--- src/design/hws_pkg.sv ---
package hws_pkg;

  // Width of one multiplier digit taken per cycle by the shared multiplier.
  localparam int MulDigit = 16;

  // Quotient bits produced per cycle by the series divider.
  localparam int DivStep = 4;

  // Width of the series divisors (2k)(2k+1), the largest being 600.
  localparam int CoefBits = 10;

  localparam int SeriesTerms = 12;
  localparam int TermIdxBits = 4;

  // New-sample weight of the error leak in Q0.32; the old weight is 2^32 minus this.
  localparam logic [30:0] LeakNew = 31'd1640531527;

  // floor(1.57079634 * 2^w) by exact long division of the decimal fraction.
  function automatic logic [63:0] curve_const(input int w);
    logic [63:0] q;
    logic [27:0] r;
    q = 64'd1;
    r = 28'd57079634;
    for (int i = 0; i < w; i++) begin
      r = r << 1;
      q = q << 1;
      if (r >= 28'd100000000) begin
        r = r - 28'd100000000;
        q = q | 64'd1;
      end
    end
    return q;
  endfunction

  // (cw * cw) >> w, the squared curve constant on the same fixed-point grid.
  function automatic logic [63:0] curve_square(input int w);
    logic [127:0] cw;
    logic [127:0] p;
    cw = {64'd0, curve_const(w)};
    p  = cw * cw;
    return 64'(p >> w);
  endfunction

  // Divisor of series term k: (2k)(2k+1).
  function automatic logic [CoefBits-1:0] series_coef(input logic [TermIdxBits-1:0] k);
    logic [CoefBits-1:0] c;
    unique case (k)
      4'd1:    c = 10'd6;
      4'd2:    c = 10'd20;
      4'd3:    c = 10'd42;
      4'd4:    c = 10'd72;
      4'd5:    c = 10'd110;
      4'd6:    c = 10'd156;
      4'd7:    c = 10'd210;
      4'd8:    c = 10'd272;
      4'd9:    c = 10'd342;
      4'd10:   c = 10'd420;
      4'd11:   c = 10'd506;
      4'd12:   c = 10'd600;
      default: c = 10'd1;
    endcase
    return c;
  endfunction

endpackage

--- src/design/hws_mul.sv ---
// Shared unsigned multiplier: one MulDigit-wide digit of b per cycle,
// shift-right accumulation, full 2*WIDTH-bit product at the end.
module hws_mul import hws_pkg::*; #(
  parameter int WIDTH = 48
) (
  input  logic                 clk_i,
  input  logic                 rst_ni,
  input  logic                 start_i,
  input  logic [WIDTH-1:0]     a_i,
  input  logic [WIDTH-1:0]     b_i,
  output logic                 done_o,
  output logic [2*WIDTH-1:0]   prod_o
);

  localparam int Steps = WIDTH / MulDigit;
  localparam int CntW  = $clog2(Steps + 1);

  logic [WIDTH-1:0]          a_q, a_d;
  logic [WIDTH-1:0]          b_q, b_d;
  logic [2*WIDTH-1:0]        p_q, p_d;
  logic [CntW-1:0]           cnt_q, cnt_d;
  logic                      busy_q, busy_d;
  logic                      done_q, done_d;
  logic [WIDTH+MulDigit-1:0] hi_sum;

  assign hi_sum = (WIDTH+MulDigit)'(p_q[2*WIDTH-1:WIDTH]) +
                  (WIDTH+MulDigit)'(a_q) * (WIDTH+MulDigit)'(b_q[MulDigit-1:0]);

  always_comb begin
    a_d    = a_q;
    b_d    = b_q;
    p_d    = p_q;
    cnt_d  = cnt_q;
    busy_d = busy_q;
    done_d = 1'b0;
    if (start_i) begin
      a_d    = a_i;
      b_d    = b_i;
      p_d    = '0;
      cnt_d  = CntW'(Steps);
      busy_d = 1'b1;
    end else if (busy_q) begin
      p_d   = {hi_sum, p_q[WIDTH-1:MulDigit]};
      b_d   = b_q >> MulDigit;
      cnt_d = cnt_q - 1'b1;
      if (cnt_q == CntW'(1)) begin
        busy_d = 1'b0;
        done_d = 1'b1;
      end
    end
  end

  always_ff @(posedge clk_i or negedge rst_ni) begin
    if (!rst_ni) begin
      busy_q <= 1'b0;
      done_q <= 1'b0;
      cnt_q  <= '0;
    end else begin
      busy_q <= busy_d;
      done_q <= done_d;
      cnt_q  <= cnt_d;
    end
  end

  always_ff @(posedge clk_i) begin
    a_q <= a_d;
    b_q <= b_d;
    p_q <= p_d;
  end

  assign done_o = done_q;
  assign prod_o = p_q;

endmodule

--- src/design/hws_div.sv ---
// Radix-16 restoring divider by a small constant divisor, DivStep quotient
// bits per cycle. The remainder never exceeds the divisor width.
module hws_div import hws_pkg::*; #(
  parameter int WIDTH = 44
) (
  input  logic                clk_i,
  input  logic                rst_ni,
  input  logic                start_i,
  input  logic [WIDTH-1:0]    dividend_i,
  input  logic [CoefBits-1:0] divisor_i,
  output logic                done_o,
  output logic [WIDTH-1:0]    quot_o
);

  localparam int Steps = WIDTH / DivStep;
  localparam int CntW  = $clog2(Steps + 1);

  logic [WIDTH-1:0]    quo_q, quo_d;
  logic [CoefBits-1:0] rem_q, rem_d;
  logic [CoefBits-1:0] dvs_q, dvs_d;
  logic [CntW-1:0]     cnt_q, cnt_d;
  logic                busy_q, busy_d;
  logic                done_q, done_d;
  logic [WIDTH-1:0]    q_w;
  logic [CoefBits-1:0] r_w;
  logic [CoefBits:0]   trial;

  // DivStep restoring steps on the narrow remainder.
  always_comb begin
    q_w   = quo_q;
    r_w   = rem_q;
    trial = '0;
    for (int i = 0; i < DivStep; i++) begin
      trial = {r_w, q_w[WIDTH-1]};
      q_w   = {q_w[WIDTH-2:0], 1'b0};
      if (trial >= {1'b0, dvs_q}) begin
        trial  = trial - {1'b0, dvs_q};
        q_w[0] = 1'b1;
      end
      r_w = trial[CoefBits-1:0];
    end
  end

  always_comb begin
    quo_d  = quo_q;
    rem_d  = rem_q;
    dvs_d  = dvs_q;
    cnt_d  = cnt_q;
    busy_d = busy_q;
    done_d = 1'b0;
    if (start_i) begin
      quo_d  = dividend_i;
      rem_d  = '0;
      dvs_d  = divisor_i;
      cnt_d  = CntW'(Steps);
      busy_d = 1'b1;
    end else if (busy_q) begin
      quo_d = q_w;
      rem_d = r_w;
      cnt_d = cnt_q - 1'b1;
      if (cnt_q == CntW'(1)) begin
        busy_d = 1'b0;
        done_d = 1'b1;
      end
    end
  end

  always_ff @(posedge clk_i or negedge rst_ni) begin
    if (!rst_ni) begin
      busy_q <= 1'b0;
      done_q <= 1'b0;
      cnt_q  <= '0;
    end else begin
      busy_q <= busy_d;
      done_q <= done_d;
      cnt_q  <= cnt_d;
    end
  end

  always_ff @(posedge clk_i) begin
    quo_q <= quo_d;
    rem_q <= rem_d;
    dvs_q <= dvs_d;
  end

  assign done_o = done_q;
  assign quot_o = quo_q;

endmodule

--- src/design/half_wave_sine_shaper_top.sv ---
// Half-wave sine shaper. Each input transaction carries one signed Q1.23 sample;
// samples on the selected half-wave (positive, or negative when invert_polarity
// is set; zero never counts) are mapped through sin(x*pi/2)/(pi/2), evaluated as
// a 13-term Taylor series with GUARD_BITS extra fraction bits, and rounded back
// to the sample grid with leaky error feedback and saturation. Other samples
// pass through unchanged while the feedback accumulator decays. Two
// accumulators serve even and odd samples in turn. The block works on one
// sample at a time and holds in_ready_o low while busy. The shared multiplier
// takes 16-bit digits of its operand (3 at the default widths) and the series
// divider works in 4-bit steps (11 at the default widths). A shaped sample
// runs the series loop of multiply then divide; a passed-through sample runs
// only the leak multiply. A finished result waits in an output register, so
// the next sample is accepted while the previous result is still pending.
// invert_polarity may only be written while no sample is in flight.
module half_wave_sine_shaper_top import hws_pkg::*; #(
  parameter int SAMPLE_BITS = 24,
  parameter int GUARD_BITS  = 16
) (
  input  logic                   clk_i,
  input  logic                   rst_ni,
  // Configuration write channel
  input  logic                   cfg_valid_i,
  output logic                   cfg_ready_o,
  input  logic                   invert_polarity_i,
  // Sample input channel
  input  logic                   in_valid_i,
  output logic                   in_ready_o,
  input  logic [SAMPLE_BITS-1:0] sample_i,
  input  logic                   block_end_i,
  // Result channel
  output logic                   out_valid_o,
  input  logic                   out_ready_i,
  output logic [SAMPLE_BITS-1:0] shaped_sample_o,
  output logic                   block_end_out_o
);

  // Fixed-point grid of the curve evaluation: W fraction bits.
  localparam int W    = SAMPLE_BITS - 1 + GUARD_BITS;
  // Every series value stays below 2^(W+2).
  localparam int VW   = W + 2;
  // The multiplier also carries the 33-bit accumulator difference.
  localparam int MW   = (VW > 33) ? VW : 33;
  localparam int MWP  = ((MW + MulDigit - 1) / MulDigit) * MulDigit;
  localparam int DIVW = ((VW + DivStep - 1) / DivStep) * DivStep;
  localparam int SUMW = VW + 1;
  localparam int FW   = ((SUMW > 32) ? SUMW : 32) + 2;
  localparam int RW   = FW - GUARD_BITS;
  localparam int EW   = GUARD_BITS + 2;

  localparam logic [63:0]            CurveSq = curve_square(W);
  localparam logic [MWP-1:0]         C2Op    = MWP'(CurveSq);
  localparam logic signed [SUMW-1:0] HalfY   = SUMW'(64'd1 << (GUARD_BITS - 1));
  localparam logic signed [EW-1:0]   HalfE   = EW'(64'd1 << (GUARD_BITS - 1));
  localparam logic signed [RW-1:0]   MaxOut  = RW'((64'sd1 <<< (SAMPLE_BITS - 1)) - 64'sd1);
  localparam logic signed [RW-1:0]   MinOut  = RW'(-(64'sd1 <<< (SAMPLE_BITS - 1)));

  // Sequencer states.
  localparam logic [2:0] StIdle   = 3'd0;
  localparam logic [2:0] StSquare = 3'd1;
  localparam logic [2:0] StScale  = 3'd2;
  localparam logic [2:0] StTerm   = 3'd3;
  localparam logic [2:0] StDiv    = 3'd4;
  localparam logic [2:0] StErr    = 3'd5;
  localparam logic [2:0] StLeak   = 3'd6;
  localparam logic [2:0] StFinal  = 3'd7;

  logic [2:0]              state_q, state_d;
  logic                    inv_q;
  logic                    phase_q, phase_d;
  logic                    sel_q, sel_d;
  logic                    shape_q, shape_d;
  logic [SAMPLE_BITS-1:0]  sample_q, sample_d;
  logic                    blk_q, blk_d;
  logic signed [31:0]      acc_even_q, acc_even_d;
  logic signed [31:0]      acc_odd_q, acc_odd_d;
  logic [VW-1:0]           u2_q, u2_d;
  logic signed [SUMW-1:0]  sum_q, sum_d;
  logic [TermIdxBits-1:0]  k_q, k_d;
  logic signed [SUMW-1:0]  y_q, y_d;
  logic                    neg_q, neg_d;
  logic [MWP-1:0]          op_a_q, op_a_d;
  logic [MWP-1:0]          op_b_q, op_b_d;
  logic                    mstart_q, mstart_d;
  logic                    dstart_q, dstart_d;
  logic [DIVW-1:0]         dvd_q, dvd_d;
  logic [CoefBits-1:0]     coef_q, coef_d;
  logic                    out_valid_q, out_valid_d;
  logic [SAMPLE_BITS-1:0]  out_sample_q, out_sample_d;
  logic                    out_blk_q, out_blk_d;

  logic                    mdone;
  logic [2*MWP-1:0]        mprod;
  logic                    ddone;
  logic [DIVW-1:0]         dquot;

  logic                    accept;
  logic                    in_neg;
  logic                    in_shape;
  logic [SAMPLE_BITS:0]    in_negx;
  logic [SAMPLE_BITS-1:0]  in_abs;
  logic [VW-1:0]           in_t;
  logic [VW-1:0]           mres;
  logic [VW-1:0]           qv;
  logic signed [31:0]      acc_cur;
  logic signed [SUMW-1:0]  y_e;
  logic signed [SUMW-1:0]  ev;
  logic signed [EW-1:0]    err_e;
  logic signed [32:0]      diff;
  logic [32:0]             mag;
  logic [63:0]             lp;
  logic signed [64:0]      lsp;
  logic signed [64:0]      lsr;
  logic signed [31:0]      acc_new;
  logic signed [FW-1:0]    fsum;
  logic signed [RW-1:0]    rnd;
  logic [SAMPLE_BITS-1:0]  sat_out;

  hws_mul #(
    .WIDTH (MWP)
  ) u_mul (
    .clk_i   (clk_i),
    .rst_ni  (rst_ni),
    .start_i (mstart_q),
    .a_i     (op_a_q),
    .b_i     (op_b_q),
    .done_o  (mdone),
    .prod_o  (mprod)
  );

  hws_div #(
    .WIDTH (DIVW)
  ) u_div (
    .clk_i      (clk_i),
    .rst_ni     (rst_ni),
    .start_i    (dstart_q),
    .dividend_i (dvd_q),
    .divisor_i  (coef_q),
    .done_o     (ddone),
    .quot_o     (dquot)
  );

  // The configuration register is always ready; the user must write it only when idle, the block does not enforce this.
  assign cfg_ready_o = 1'b1;

  assign in_ready_o = (state_q == StIdle);
  assign accept     = in_valid_i && in_ready_o;

  // Input decode: which half-wave, and |x| moved onto the W-bit grid.
  assign in_neg   = sample_i[SAMPLE_BITS-1];
  assign in_shape = inv_q ? in_neg : (!in_neg && (sample_i != '0));
  assign in_negx  = -{sample_i[SAMPLE_BITS-1], sample_i};
  assign in_abs   = in_neg ? in_negx[SAMPLE_BITS-1:0] : sample_i;
  assign in_t     = VW'({in_abs, {GUARD_BITS{1'b0}}});

  // (a*b) >> W for the series arithmetic; the result always fits VW bits.
  assign mres = mprod[W +: VW];
  assign qv   = dquot[VW-1:0];

  assign acc_cur = sel_q ? acc_even_q : acc_odd_q;

  // Rounding error of y on the output grid, in [-half, half).
  assign y_e   = inv_q ? -sum_q : sum_q;
  assign ev    = y_e + HalfY;
  assign err_e = $signed({2'b00, ev[GUARD_BITS-1:0]}) - HalfE;

  // The leak acc*OLD + err*NEW equals acc*2^32 + (err - acc)*NEW, so only the
  // difference goes through the multiplier, as a magnitude with its sign kept.
  assign diff = 33'(err_e) - 33'(acc_cur);
  assign mag  = diff[32] ? 33'(-diff) : 33'(diff);

  assign lp      = mprod[63:0];
  assign lsp     = neg_q ? -$signed({1'b0, lp}) : $signed({1'b0, lp});
  assign lsr     = lsp + 65'sd2147483648;
  assign acc_new = acc_cur + $signed(lsr[63:32]);

  // Final rounding of y plus the updated accumulator, then saturation.
  assign fsum = FW'(y_q) + FW'(acc_cur) + FW'(HalfY);
  assign rnd  = fsum[FW-1:GUARD_BITS];

  always_comb begin
    if (rnd > MaxOut) begin
      sat_out = MaxOut[SAMPLE_BITS-1:0];
    end else if (rnd < MinOut) begin
      sat_out = MinOut[SAMPLE_BITS-1:0];
    end else begin
      sat_out = rnd[SAMPLE_BITS-1:0];
    end
  end

  // Sequencer. Each multiply or divide is launched by a one-cycle start pulse
  // from a register, and the state waits for the unit's done pulse.
  always_comb begin
    state_d      = state_q;
    phase_d      = phase_q ^ accept;
    sel_d        = sel_q;
    shape_d      = shape_q;
    sample_d     = sample_q;
    blk_d        = blk_q;
    acc_even_d   = acc_even_q;
    acc_odd_d    = acc_odd_q;
    u2_d         = u2_q;
    sum_d        = sum_q;
    k_d          = k_q;
    y_d          = y_q;
    neg_d        = neg_q;
    op_a_d       = op_a_q;
    op_b_d       = op_b_q;
    mstart_d     = 1'b0;
    dstart_d     = 1'b0;
    dvd_d        = dvd_q;
    coef_d       = coef_q;
    out_valid_d  = out_valid_q;
    out_sample_d = out_sample_q;
    out_blk_d    = out_blk_q;

    if (out_valid_q && out_ready_i) begin
      out_valid_d = 1'b0;
    end

    unique case (state_q)
      StIdle: begin
        if (in_valid_i) begin
          sample_d = sample_i;
          blk_d    = block_end_i;
          sel_d    = phase_q;
          shape_d  = in_shape;
          if (in_shape) begin
            // The running sum starts at t, the first series term.
            sum_d    = $signed(SUMW'(in_t));
            op_a_d   = MWP'(in_t);
            op_b_d   = MWP'(in_t);
            mstart_d = 1'b1;
            state_d  = StSquare;
          end else begin
            // Pass-through: y is zero, so the error is zero and the
            // accumulator only decays.
            sum_d   = '0;
            state_d = StErr;
          end
        end
      end
      StSquare: begin
        if (mdone) begin
          op_a_d   = MWP'(mres);
          op_b_d   = C2Op;
          mstart_d = 1'b1;
          state_d  = StScale;
        end
      end
      StScale: begin
        if (mdone) begin
          u2_d     = mres;
          op_a_d   = MWP'(sum_q[VW-1:0]);
          op_b_d   = MWP'(mres);
          k_d      = TermIdxBits'(1);
          mstart_d = 1'b1;
          state_d  = StTerm;
        end
      end
      StTerm: begin
        if (mdone) begin
          dvd_d    = DIVW'(mres);
          coef_d   = series_coef(k_q);
          dstart_d = 1'b1;
          state_d  = StDiv;
        end
      end
      StDiv: begin
        if (ddone) begin
          // Odd terms subtract, even terms add.
          if (k_q[0]) begin
            sum_d = sum_q - $signed(SUMW'(qv));
          end else begin
            sum_d = sum_q + $signed(SUMW'(qv));
          end
          if (k_q == TermIdxBits'(SeriesTerms)) begin
            state_d = StErr;
          end else begin
            k_d      = k_q + 1'b1;
            op_a_d   = MWP'(qv);
            op_b_d   = MWP'(u2_q);
            mstart_d = 1'b1;
            state_d  = StTerm;
          end
        end
      end
      StErr: begin
        y_d      = y_e;
        neg_d    = diff[32];
        op_a_d   = MWP'(LeakNew);
        op_b_d   = MWP'(mag);
        mstart_d = 1'b1;
        state_d  = StLeak;
      end
      StLeak: begin
        if (mdone) begin
          if (sel_q) begin
            acc_even_d = acc_new;
          end else begin
            acc_odd_d = acc_new;
          end
          state_d = StFinal;
        end
      end
      StFinal: begin
        // Hand the result over once the output register is free or being
        // emptied in this cycle.
        if (!out_valid_q || out_ready_i) begin
          out_valid_d  = 1'b1;
          out_sample_d = shape_q ? sat_out : sample_q;
          out_blk_d    = blk_q;
          state_d      = StIdle;
        end
      end
    endcase
  end

  always_ff @(posedge clk_i or negedge rst_ni) begin
    if (!rst_ni) begin
      state_q     <= StIdle;
      inv_q       <= 1'b0;
      phase_q     <= 1'b1;
      acc_even_q  <= '0;
      acc_odd_q   <= '0;
      mstart_q    <= 1'b0;
      dstart_q    <= 1'b0;
      out_valid_q <= 1'b0;
    end else begin
      state_q     <= state_d;
      phase_q     <= phase_d;
      acc_even_q  <= acc_even_d;
      acc_odd_q   <= acc_odd_d;
      mstart_q    <= mstart_d;
      dstart_q    <= dstart_d;
      out_valid_q <= out_valid_d;
      if (cfg_valid_i && cfg_ready_o) begin
        inv_q <= invert_polarity_i;
      end
    end
  end

  always_ff @(posedge clk_i) begin
    sel_q        <= sel_d;
    shape_q      <= shape_d;
    sample_q     <= sample_d;
    blk_q        <= blk_d;
    u2_q         <= u2_d;
    sum_q        <= sum_d;
    k_q          <= k_d;
    y_q          <= y_d;
    neg_q        <= neg_d;
    op_a_q       <= op_a_d;
    op_b_q       <= op_b_d;
    dvd_q        <= dvd_d;
    coef_q       <= coef_d;
    out_sample_q <= out_sample_d;
    out_blk_q    <= out_blk_d;
  end

  assign out_valid_o     = out_valid_q;
  assign shaped_sample_o = out_sample_q;
  assign block_end_out_o = out_blk_q;

endmodule

--- config.mk ---
export PLATFORM = sky130hd
export DESIGN_NAME = half_wave_sine_shaper_top
export DESIGN_NICKNAME = d
export VERILOG_FILES = /design/src/design/hws_pkg.sv /design/src/design/hws_mul.sv /design/src/design/hws_div.sv /design/src/design/half_wave_sine_shaper_top.sv
export SDC_FILE = /design/constraint.sdc
export NUM_CORES = 2
export LEC_CHECK = 0
export ABC_CLOCK_PERIOD_IN_PS = 16200
export BUFFER_PORTS_ARGS = -buffer_cell sky130_fd_sc_hd__buf_2
export CORE_MARGIN = 1
export CORE_UTILIZATION = 41
export CTS_BUF_LIST = sky130_fd_sc_hd__clkbuf_2 sky130_fd_sc_hd__clkbuf_4 sky130_fd_sc_hd__clkbuf_8
export DETAILED_ROUTE_END_ITERATION = 8
export PLACE_DENSITY = 0.53
export SLEW_MARGIN = 20
export SYNTH_ARGS = -nofsm -noshare
export SYNTH_HDL_FRONTEND = slang
export SYNTH_SLANG_ARGS = --single-unit
--- constraint.sdc ---
create_clock -name clk_i -period 16.2 [get_ports clk_i]
set_input_delay 0.81 -clock clk_i [delete_from_list [all_inputs] [get_ports clk_i]]
set_output_delay 0.81 -clock clk_i [all_outputs]
set_load 0.02 [all_outputs]
# After elaboration in Yosys (flattened, before gate mapping)
# Memories as Yosys holds them, arrays and structs flattened. A register that Yosys moved wholly into a read port is not among the register bits.
# Cells that the tools add are included.
[word_totals]
register_bits = 657
rom_bits = 160
in_bits = 31
wordCells = 186
memories = 1
[memory_table]
columns = ["memory", "words", "width", "read_ports", "rd_clocked_by_memory_dff", "write_ports", "line_no", "rtl"]
rows = [
  ["(name not given)", 16, 10, 1, 1, 0, "hws_pkg.sv:47", "unique case (k)"],
]
[op_classes]
addsub = 21
mul = 1
n_lt_le_gt_ge = 6
n_eq_ne = 19
n_mux = 77
bitwise_logic = 2
n_reduce_logical = 24
[ops]
columns = ["operator", "n"]
rows = [
  ["2-to-1 mux 48 bit", 11],
  ["one-hot mux 48 bit (5 select lines)", 2],
  ["2-to-1 mux 42 bit", 4],
  ["2-to-1 mux 24 bit", 4],
  ["one-hot mux 42 bit (2 select lines)", 1],
  ["adder 48 x 64 -> 64 bit", 1],
  ["adder 64 x 33 -> 64 bit, second input constant", 1],
  ["multiplier 48 x 16 -> 64 bit", 1],
  ["2-to-1 mux 64 bit", 1],
  ["negator 64 bit", 1],
  ["adder 43 x 17 -> 44 bit, second input constant", 1],
  [">= comparator 11 x 10 -> 1 bit", 4],
  ["2-to-1 mux 44 bit", 1],
  ["adder 42 x 32 -> 43 bit", 1],
  ["adder 42 bit", 1],
  ["negator 42 bit", 1],
  ["subtractor 42 bit", 1],
  ["2-to-1 mux 41 bit", 1],
  ["2-to-1 mux 10 bit", 4],
  ["2-to-1 mux 40 bit", 1],
  ["subtractor 10 bit", 4],
  ["2-to-1 mux 33 bit", 1],
  ["negator 33 bit", 1],
  ["subtractor 17 x 32 -> 33 bit", 1],
  ["other kinds (39)", 100],
]

# Depth between registers and ports, before layout
[logic_depth]
word_depth = 10
mapped_depth = 52

# Modules after synthesis
# Synthesis repeated with hierarchy kept, for this count alone.
[hier_totals]
hier_cells = 7160
area_unflattened_um2 = 67110.6
[modules_own_cells]
columns = ["module", "instances", "cells_per_inst", "area_per_inst_um2", "seq_area_each_um2"]
rows = [
  ["hws_mul", 1, 3506, 32361.0, 4904.7],
  ["half_wave_sine_shaper_top", 1, 3159, 29484.5, 11262.1],
  ["hws_div", 1, 495, 5265.0, 1971.9],
]

# Least setup slack after synthesis
# Ideal clock, no wire load.
[synth_timing]
path_kind = "register to register"
from = "reg u_div.dvs_q[1]"
to = "reg u_div.rem_q[1]"
t_arrival_ps = 9720
t_required_ps = 16114
setup_slack_ps = 6394
path_stages_with_launch = 52
path_buffers = 5
synth_period_minus_slack_ps = 9806
cell_sequence = "edfxtp_1 > inv_1 > ha_1 > nor2b_1 > o21a_1 > o21ai_0 > a21oi_1 > or2_2 > clkbuf_1 > a31o_2 > clkbuf_1 > o21ai_0 > inv_1 > ha_1 > nor2b_1 > o21ai_0 > a21oi_1 > o21ai_0 > (+16 left out) > mux2i_1 > buf_1 > mux2_2 > inv_1 > ha_1 > nor2b_1 > o21ai_0 > a21boi_0 > o21ai_0 > a21boi_0 > o21ai_0 > nand2b_1 > nand4_1 > and3_1 > o2111ai_1 > buf_1 > mux2_2 > a211oi_1"
[synth_via]
elab_chain_cells = 8
elab_cells_between_ends = 12
cone_classes = "add/sub: 4; order compare: 4; mux: 4"
[synth_lines]
columns = ["element", "line_no", "rtl"]
rows = [
  ["start, declared", "hws_div.sv:20", "logic [CoefBits-1:0] dvs_q, dvs_d;"],
  ["start signal, assigned", "hws_div.sv:83", "dvs_q <= dvs_d;"],
  ["subtractor 10 bit or >= comparator 11 x 10 -> 1 bit (tied branches)", "hws_div.sv:37, hws_div.sv:36", ""],
  ["2-to-1 mux 10 bit", "hws_div.sv:36", "if (trial >= {1'b0, dvs_q}) begin"],
  ["subtractor 10 bit or >= comparator 11 x 10 -> 1 bit (tied branches)", "hws_div.sv:37, hws_div.sv:36", ""],
  ["2-to-1 mux 10 bit", "hws_div.sv:36", ""],
  ["subtractor 10 bit or >= comparator 11 x 10 -> 1 bit (tied branches)", "hws_div.sv:37, hws_div.sv:36", ""],
  ["2-to-1 mux 10 bit", "hws_div.sv:36", ""],
  [">= comparator 11 x 10 -> 1 bit or subtractor 10 bit (tied branches)", "hws_div.sv:36, hws_div.sv:37", ""],
  ["2-to-1 mux 10 bit (*)", "hws_div.sv:36", ""],
  ["end signal, assigned", "hws_div.sv:82", "rem_q <= rem_d;"],
  ["end, declared", "hws_div.sv:19", "logic [CoefBits-1:0] rem_q, rem_d;"],
]
# Mark *: on every way between the ends. The rest lies on a longest branch, timed or not.
# A chain may end at the register's enable or synchronous reset.

# Worst setup path after layout
[layout_timing]
from = "reg u_div.dvs_q[1]"
to = "reg u_div.rem_q[7]"
[layout_via]
elab_chain_cells = 8
elab_cells_between_ends = 12
cone_classes = "add/sub: 4; order compare: 4; mux: 4"
[layout_lines]
columns = ["element", "line_no"]
rows = [
  ["subtractor 10 bit or >= comparator 11 x 10 -> 1 bit (tied branches)", "hws_div.sv:37, hws_div.sv:36"],
  ["2-to-1 mux 10 bit", "hws_div.sv:36"],
  ["subtractor 10 bit or >= comparator 11 x 10 -> 1 bit (tied branches)", "hws_div.sv:37, hws_div.sv:36"],
  ["2-to-1 mux 10 bit", "hws_div.sv:36"],
  ["subtractor 10 bit or >= comparator 11 x 10 -> 1 bit (tied branches)", "hws_div.sv:37, hws_div.sv:36"],
  ["2-to-1 mux 10 bit", "hws_div.sv:36"],
  ["subtractor 10 bit or >= comparator 11 x 10 -> 1 bit (tied branches)", "hws_div.sv:37, hws_div.sv:36"],
  ["2-to-1 mux 10 bit (*)", "hws_div.sv:36"],
]
# Marked as above.

==> impl_metrics.env <==
export IMPL_status="complete, no violations"
export IMPL_grt_pass1_wl_mm=285
export IMPL_clock_root_buffer="clkbuf_8"
export IMPL_pin_count=59
export IMPL_start_util_pct=41.3
export IMPL_antenna_found_initial=12
export IMPL_num_fill_cells=14175
export IMPL_final_cell_mix="nand2_1 (839), inv_1 (765), fa_1 (596)"
export IMPL_place_gp_congestion=0.904
export IMPL_synth_nets=7326
export IMPL_die_x_um=385
export IMPL_std_cell_rows=140
export IMPL_yosys_warnings=0
export IMPL_vias_per_cell=5.58
export IMPL_cp_start_kind="flip-flop"
export IMPL_r2r_slack_ps=5350
export IMPL_rsz0062_at_grt="false"
export IMPL_cts_tree="built"
export IMPL_worstMarginPinSlew_ps=1160
export IMPL_hp_class="primary input to flip-flop"
export IMPL_portBuffers=57
export IMPL_crit_slowest_cell="edfxtp_1"
export IMPL_clkLatencyLatePin_ps=850
export IMPL_areaGrowthSynthToFinish_pct=7.55
export IMPL_crit_top_cell="o21ai_0"
export IMPL_crit_path_max_fanout=13
export IMPL_ys_seq_elements=635
export IMPL_seq_area_frac_synth_pct=29.3
export IMPL_r2r_cells=48
export IMPL_nets=7268
export IMPL_multi_input_area_mm2=0.0385
export IMPL_p_per_area_mw_per_mm2=55.3
export IMPL_syn_cell_area_mm2=0.0601
export IMPL_relSlewSlack_pct=22.7
export IMPL_endpoint="u_div.rem_q[7]$_SDFFE_PP0P_"
export IMPL_dp_cells=8069
export IMPL_fin_crit_ps=10850
export IMPL_grtUsageTotal_pct=25.2
export IMPL_utilization_pct=44.4
export IMPL_ant_nets=0
export IMPL_dpl_cell_area_mm2=0.0623
export IMPL_clk_path_buf_depth=3
export IMPL_cts_sinks=635
export IMPL_die_area_mm2=0.148
export IMPL_register_area_mm2=0.0177
export IMPL_ir_worst_vdd_mv=0.0649
export IMPL_cts_buffers=107
export IMPL_crit_type="flip-flop to flip-flop"
export IMPL_fin_skew_ps=105
export IMPL_cp_top_family="compound AO/OA/AOI/OAI gates"
export IMPL_dp_slack_ps=5140
export IMPL_cts_max_level=3
export IMPL_hp_start="block_end_i"
export IMPL_vias=46135
export IMPL_timing_setup_tns_ps=0
export IMPL_hpwlAfterDp_mm=141
export IMPL_worst_ep_required_time_ps=16780
export IMPL_drv_cap=0
export IMPL_routed_wl_mm=184
export IMPL_synth_ff_type="edfxtp_1"
export IMPL_cts_reportedPaths_clkPinSlew_ps=70
export IMPL_fin_area_mm2=0.0647
export IMPL_reg2reg_to="u_div.rem_q[7]$_SDFFE_PP0P_"
export IMPL_r2r_start="u_div.dvs_q[1]$_DFFE_PP_"
export IMPL_leakage_nw=29.5
export IMPL_grt_pass1_vias=45985
export IMPL_critPathBufInv=6
export IMPL_hold_viol=0
export IMPL_overflow=0
export IMPL_maxSlewViolCount=0
export IMPL_synth_edf_count=451
export IMPL_grt_max_degree=78
export IMPL_final_cells=8275
export IMPL_worst_slack_ps=5350
export IMPL_coreArea_mm2=0.146
export IMPL_crit_cells=48
export IMPL_drt_iter0_drc=3779
export IMPL_ctsResizeCount=0
export IMPL_drive_gt1_share_pct=7.94
export IMPL_synth_avg_cell_area_um2=9.51
export IMPL_max_stage_delay_ps=500
export IMPL_setup_violations=0
export IMPL_drc=0
export IMPL_max_freq_ghz=0.0922
export IMPL_drt_pass1_iterations=6
export IMPL_crit_start="u_div.dvs_q[1]$_DFFE_PP_"
export IMPL_ys_types=89
export IMPL_fp_dieH_um=385
export IMPL_avgRoutedWirePerCell_um=22.3
export IMPL_period_share_pct=67.0
export IMPL_postSynth_asyncResetShare_pct=12.9
export IMPL_cp_arrival_ps=11430
export IMPL_netlist_instances=6320
export IMPL_final_common_cell="nand2_1"
export IMPL_crit_path_end_kind="flip-flop"
[worst reg2reg max path: cells and delay by family, from the launching register on]
kind	cells	cell delay, ps
AOI/OAI and AO/OA	25	5550
and+or+nand+nor	9	1320
muxes	4	1190
buffers and inverters	6	1050
adders and majority gates	4	1050
DFF	1	500
[layout make-up]
| type | instances | share of cell area (%) |
|---|---|---|
| diodes | 1 | 0.00387 |
| clock buffers | 160 | 3.04 |
| clock inverters | 44 | 0.563 |
| inverters | 767 | 4.45 |
| multi-input cells | 4610 | 59.5 |
| flip-flops and latches | 635 | 27.3 |
| well taps | 1917 | 3.71 |
| repair buffers | 141 | 1.42 |
[state kept, by name, indices dropped and copies added, names as in the netlist, 2 cells and up]
| name | flops |
|---|---|
| u_mul.prod_o | 92 |
| u_div.quot_o | 44 |
| sum_q | 42 |
| y_q | 42 |
| dvd_q | 41 |
| op_a_q | 41 |
| op_b_q | 41 |
| u2_q | 41 |
| u_mul.a_q | 41 |
| u_mul.b_q | 41 |
| acc_even_q | 32 |
| acc_odd_q | 32 |
| sample_q | 24 |
| shaped_sample_o | 24 |
| coef_q | 10 |
| u_div.dvs_q | 10 |
| u_div.rem_q | 10 |
| k_q | 4 |
| u_div.cnt_q | 4 |
| state_q | 3 |
| u_mul.cnt_q | 2 |
[worst min path at each step]
stage	end	slack, ps	cells past startpoint
6_report	blk_q$_DFFE_PP_	150	1
4_1_cts	blk_q$_DFFE_PP_	60	1
3_3_place_gp	u_mul.a_q[35]$_DFFE_PP_	400	0
5_1_grt	blk_q$_DFFE_PP_	100	1
3_5_place_dp	u_mul.a_q[16]$_DFFE_PP_	400	0
2_1_floorplan	block_end_out_o$_DFFE_PP_	400	0
[synthesized netlist by cell type (15+ instances only)]
cell type    n  area (um2)
a211oi_1    29         218
a21o_1     152        1140
a21oi_1    317        1590
a221o_1     17         170
a221oi_1    16         140
a22oi_1     41         308
a31oi_1     39         244
and2_1     193        1210
and3_1      27         169
buf_1       38         143
clkbuf_1   256         961
dfrtp_1     81        2030
dfxtp_1    102        2040
edfxtp_1   451       13500
fa_1       596       11900
ha_1       379        4740
inv_1      767        2880
mux2_2     105        1180
mux2i_1    127        1270
nand2_1    841        3160
nand2b_1    38         238
nand3_1     53         265
nand4_1     38         238
nor2_1     378        1420
nor2b_1     37         231
nor3_1      72         360
nor4_1      29         181
o21a_1      33         248
o21ai_0    298        1490
o21bai_1    24         180
o22ai_1     61         382
o31ai_1     39         293
or2_2       15        93.8
or3_1       38         238
or4_1       17         128
xnor2_1    259        2270
xor2_1     110         963
[through the flow]
step	total power [mW]	hold slack (ps)
3_5_place_dp	2.02	405
3_3_place_gp	2.02	402
2_1_floorplan	1.92	400
4_1_cts	3.60	60.6
6_report	3.57	152
5_1_grt	3.69	95.9
[layer usage]
| layer | global-route usage [%] | share of wire, % | routed length (um) |
|---|---|---|---|
| met5 | 0 | 0.022 | 41 |
| met4 | 6.71 | 2.5 | 4580 |
| met3 | 2.90 | 5.8 | 10800 |
| met2 | 40.6 | 46 | 85700 |
| met1 | 35.7 | 45 | 83300 |
[where the power goes]
part	switching (mW)	leakage, nW	total, mW	internal (mW)
logic	0.183	22.4	0.266	0.0833
registers	0.0000563	5.85	1.73	1.73
clock network	0.745	1.24	1.58	0.836
[logic make-up after synthesis]
logic type	after synthesis	synth area share (%)
muxes	232	4.08
adders and majority gates	975	27.7
buffers and inverters	1075	6.78
AOI/OAI and AO/OA	1208	12.7
DFF	635	29.3
and+or+nand+nor	1824	13.9
other	1	0.00624
xor gates and xnor gates	370	5.40
[repair_timing]
item / 4_1_cts / 5_1_grt
endpoints found under the hold margin: 26 / 0
buffers inserted: 0 / 0
hold buffers: 1 / 0
Note: power is estimated with default switching activity, not from simulation.
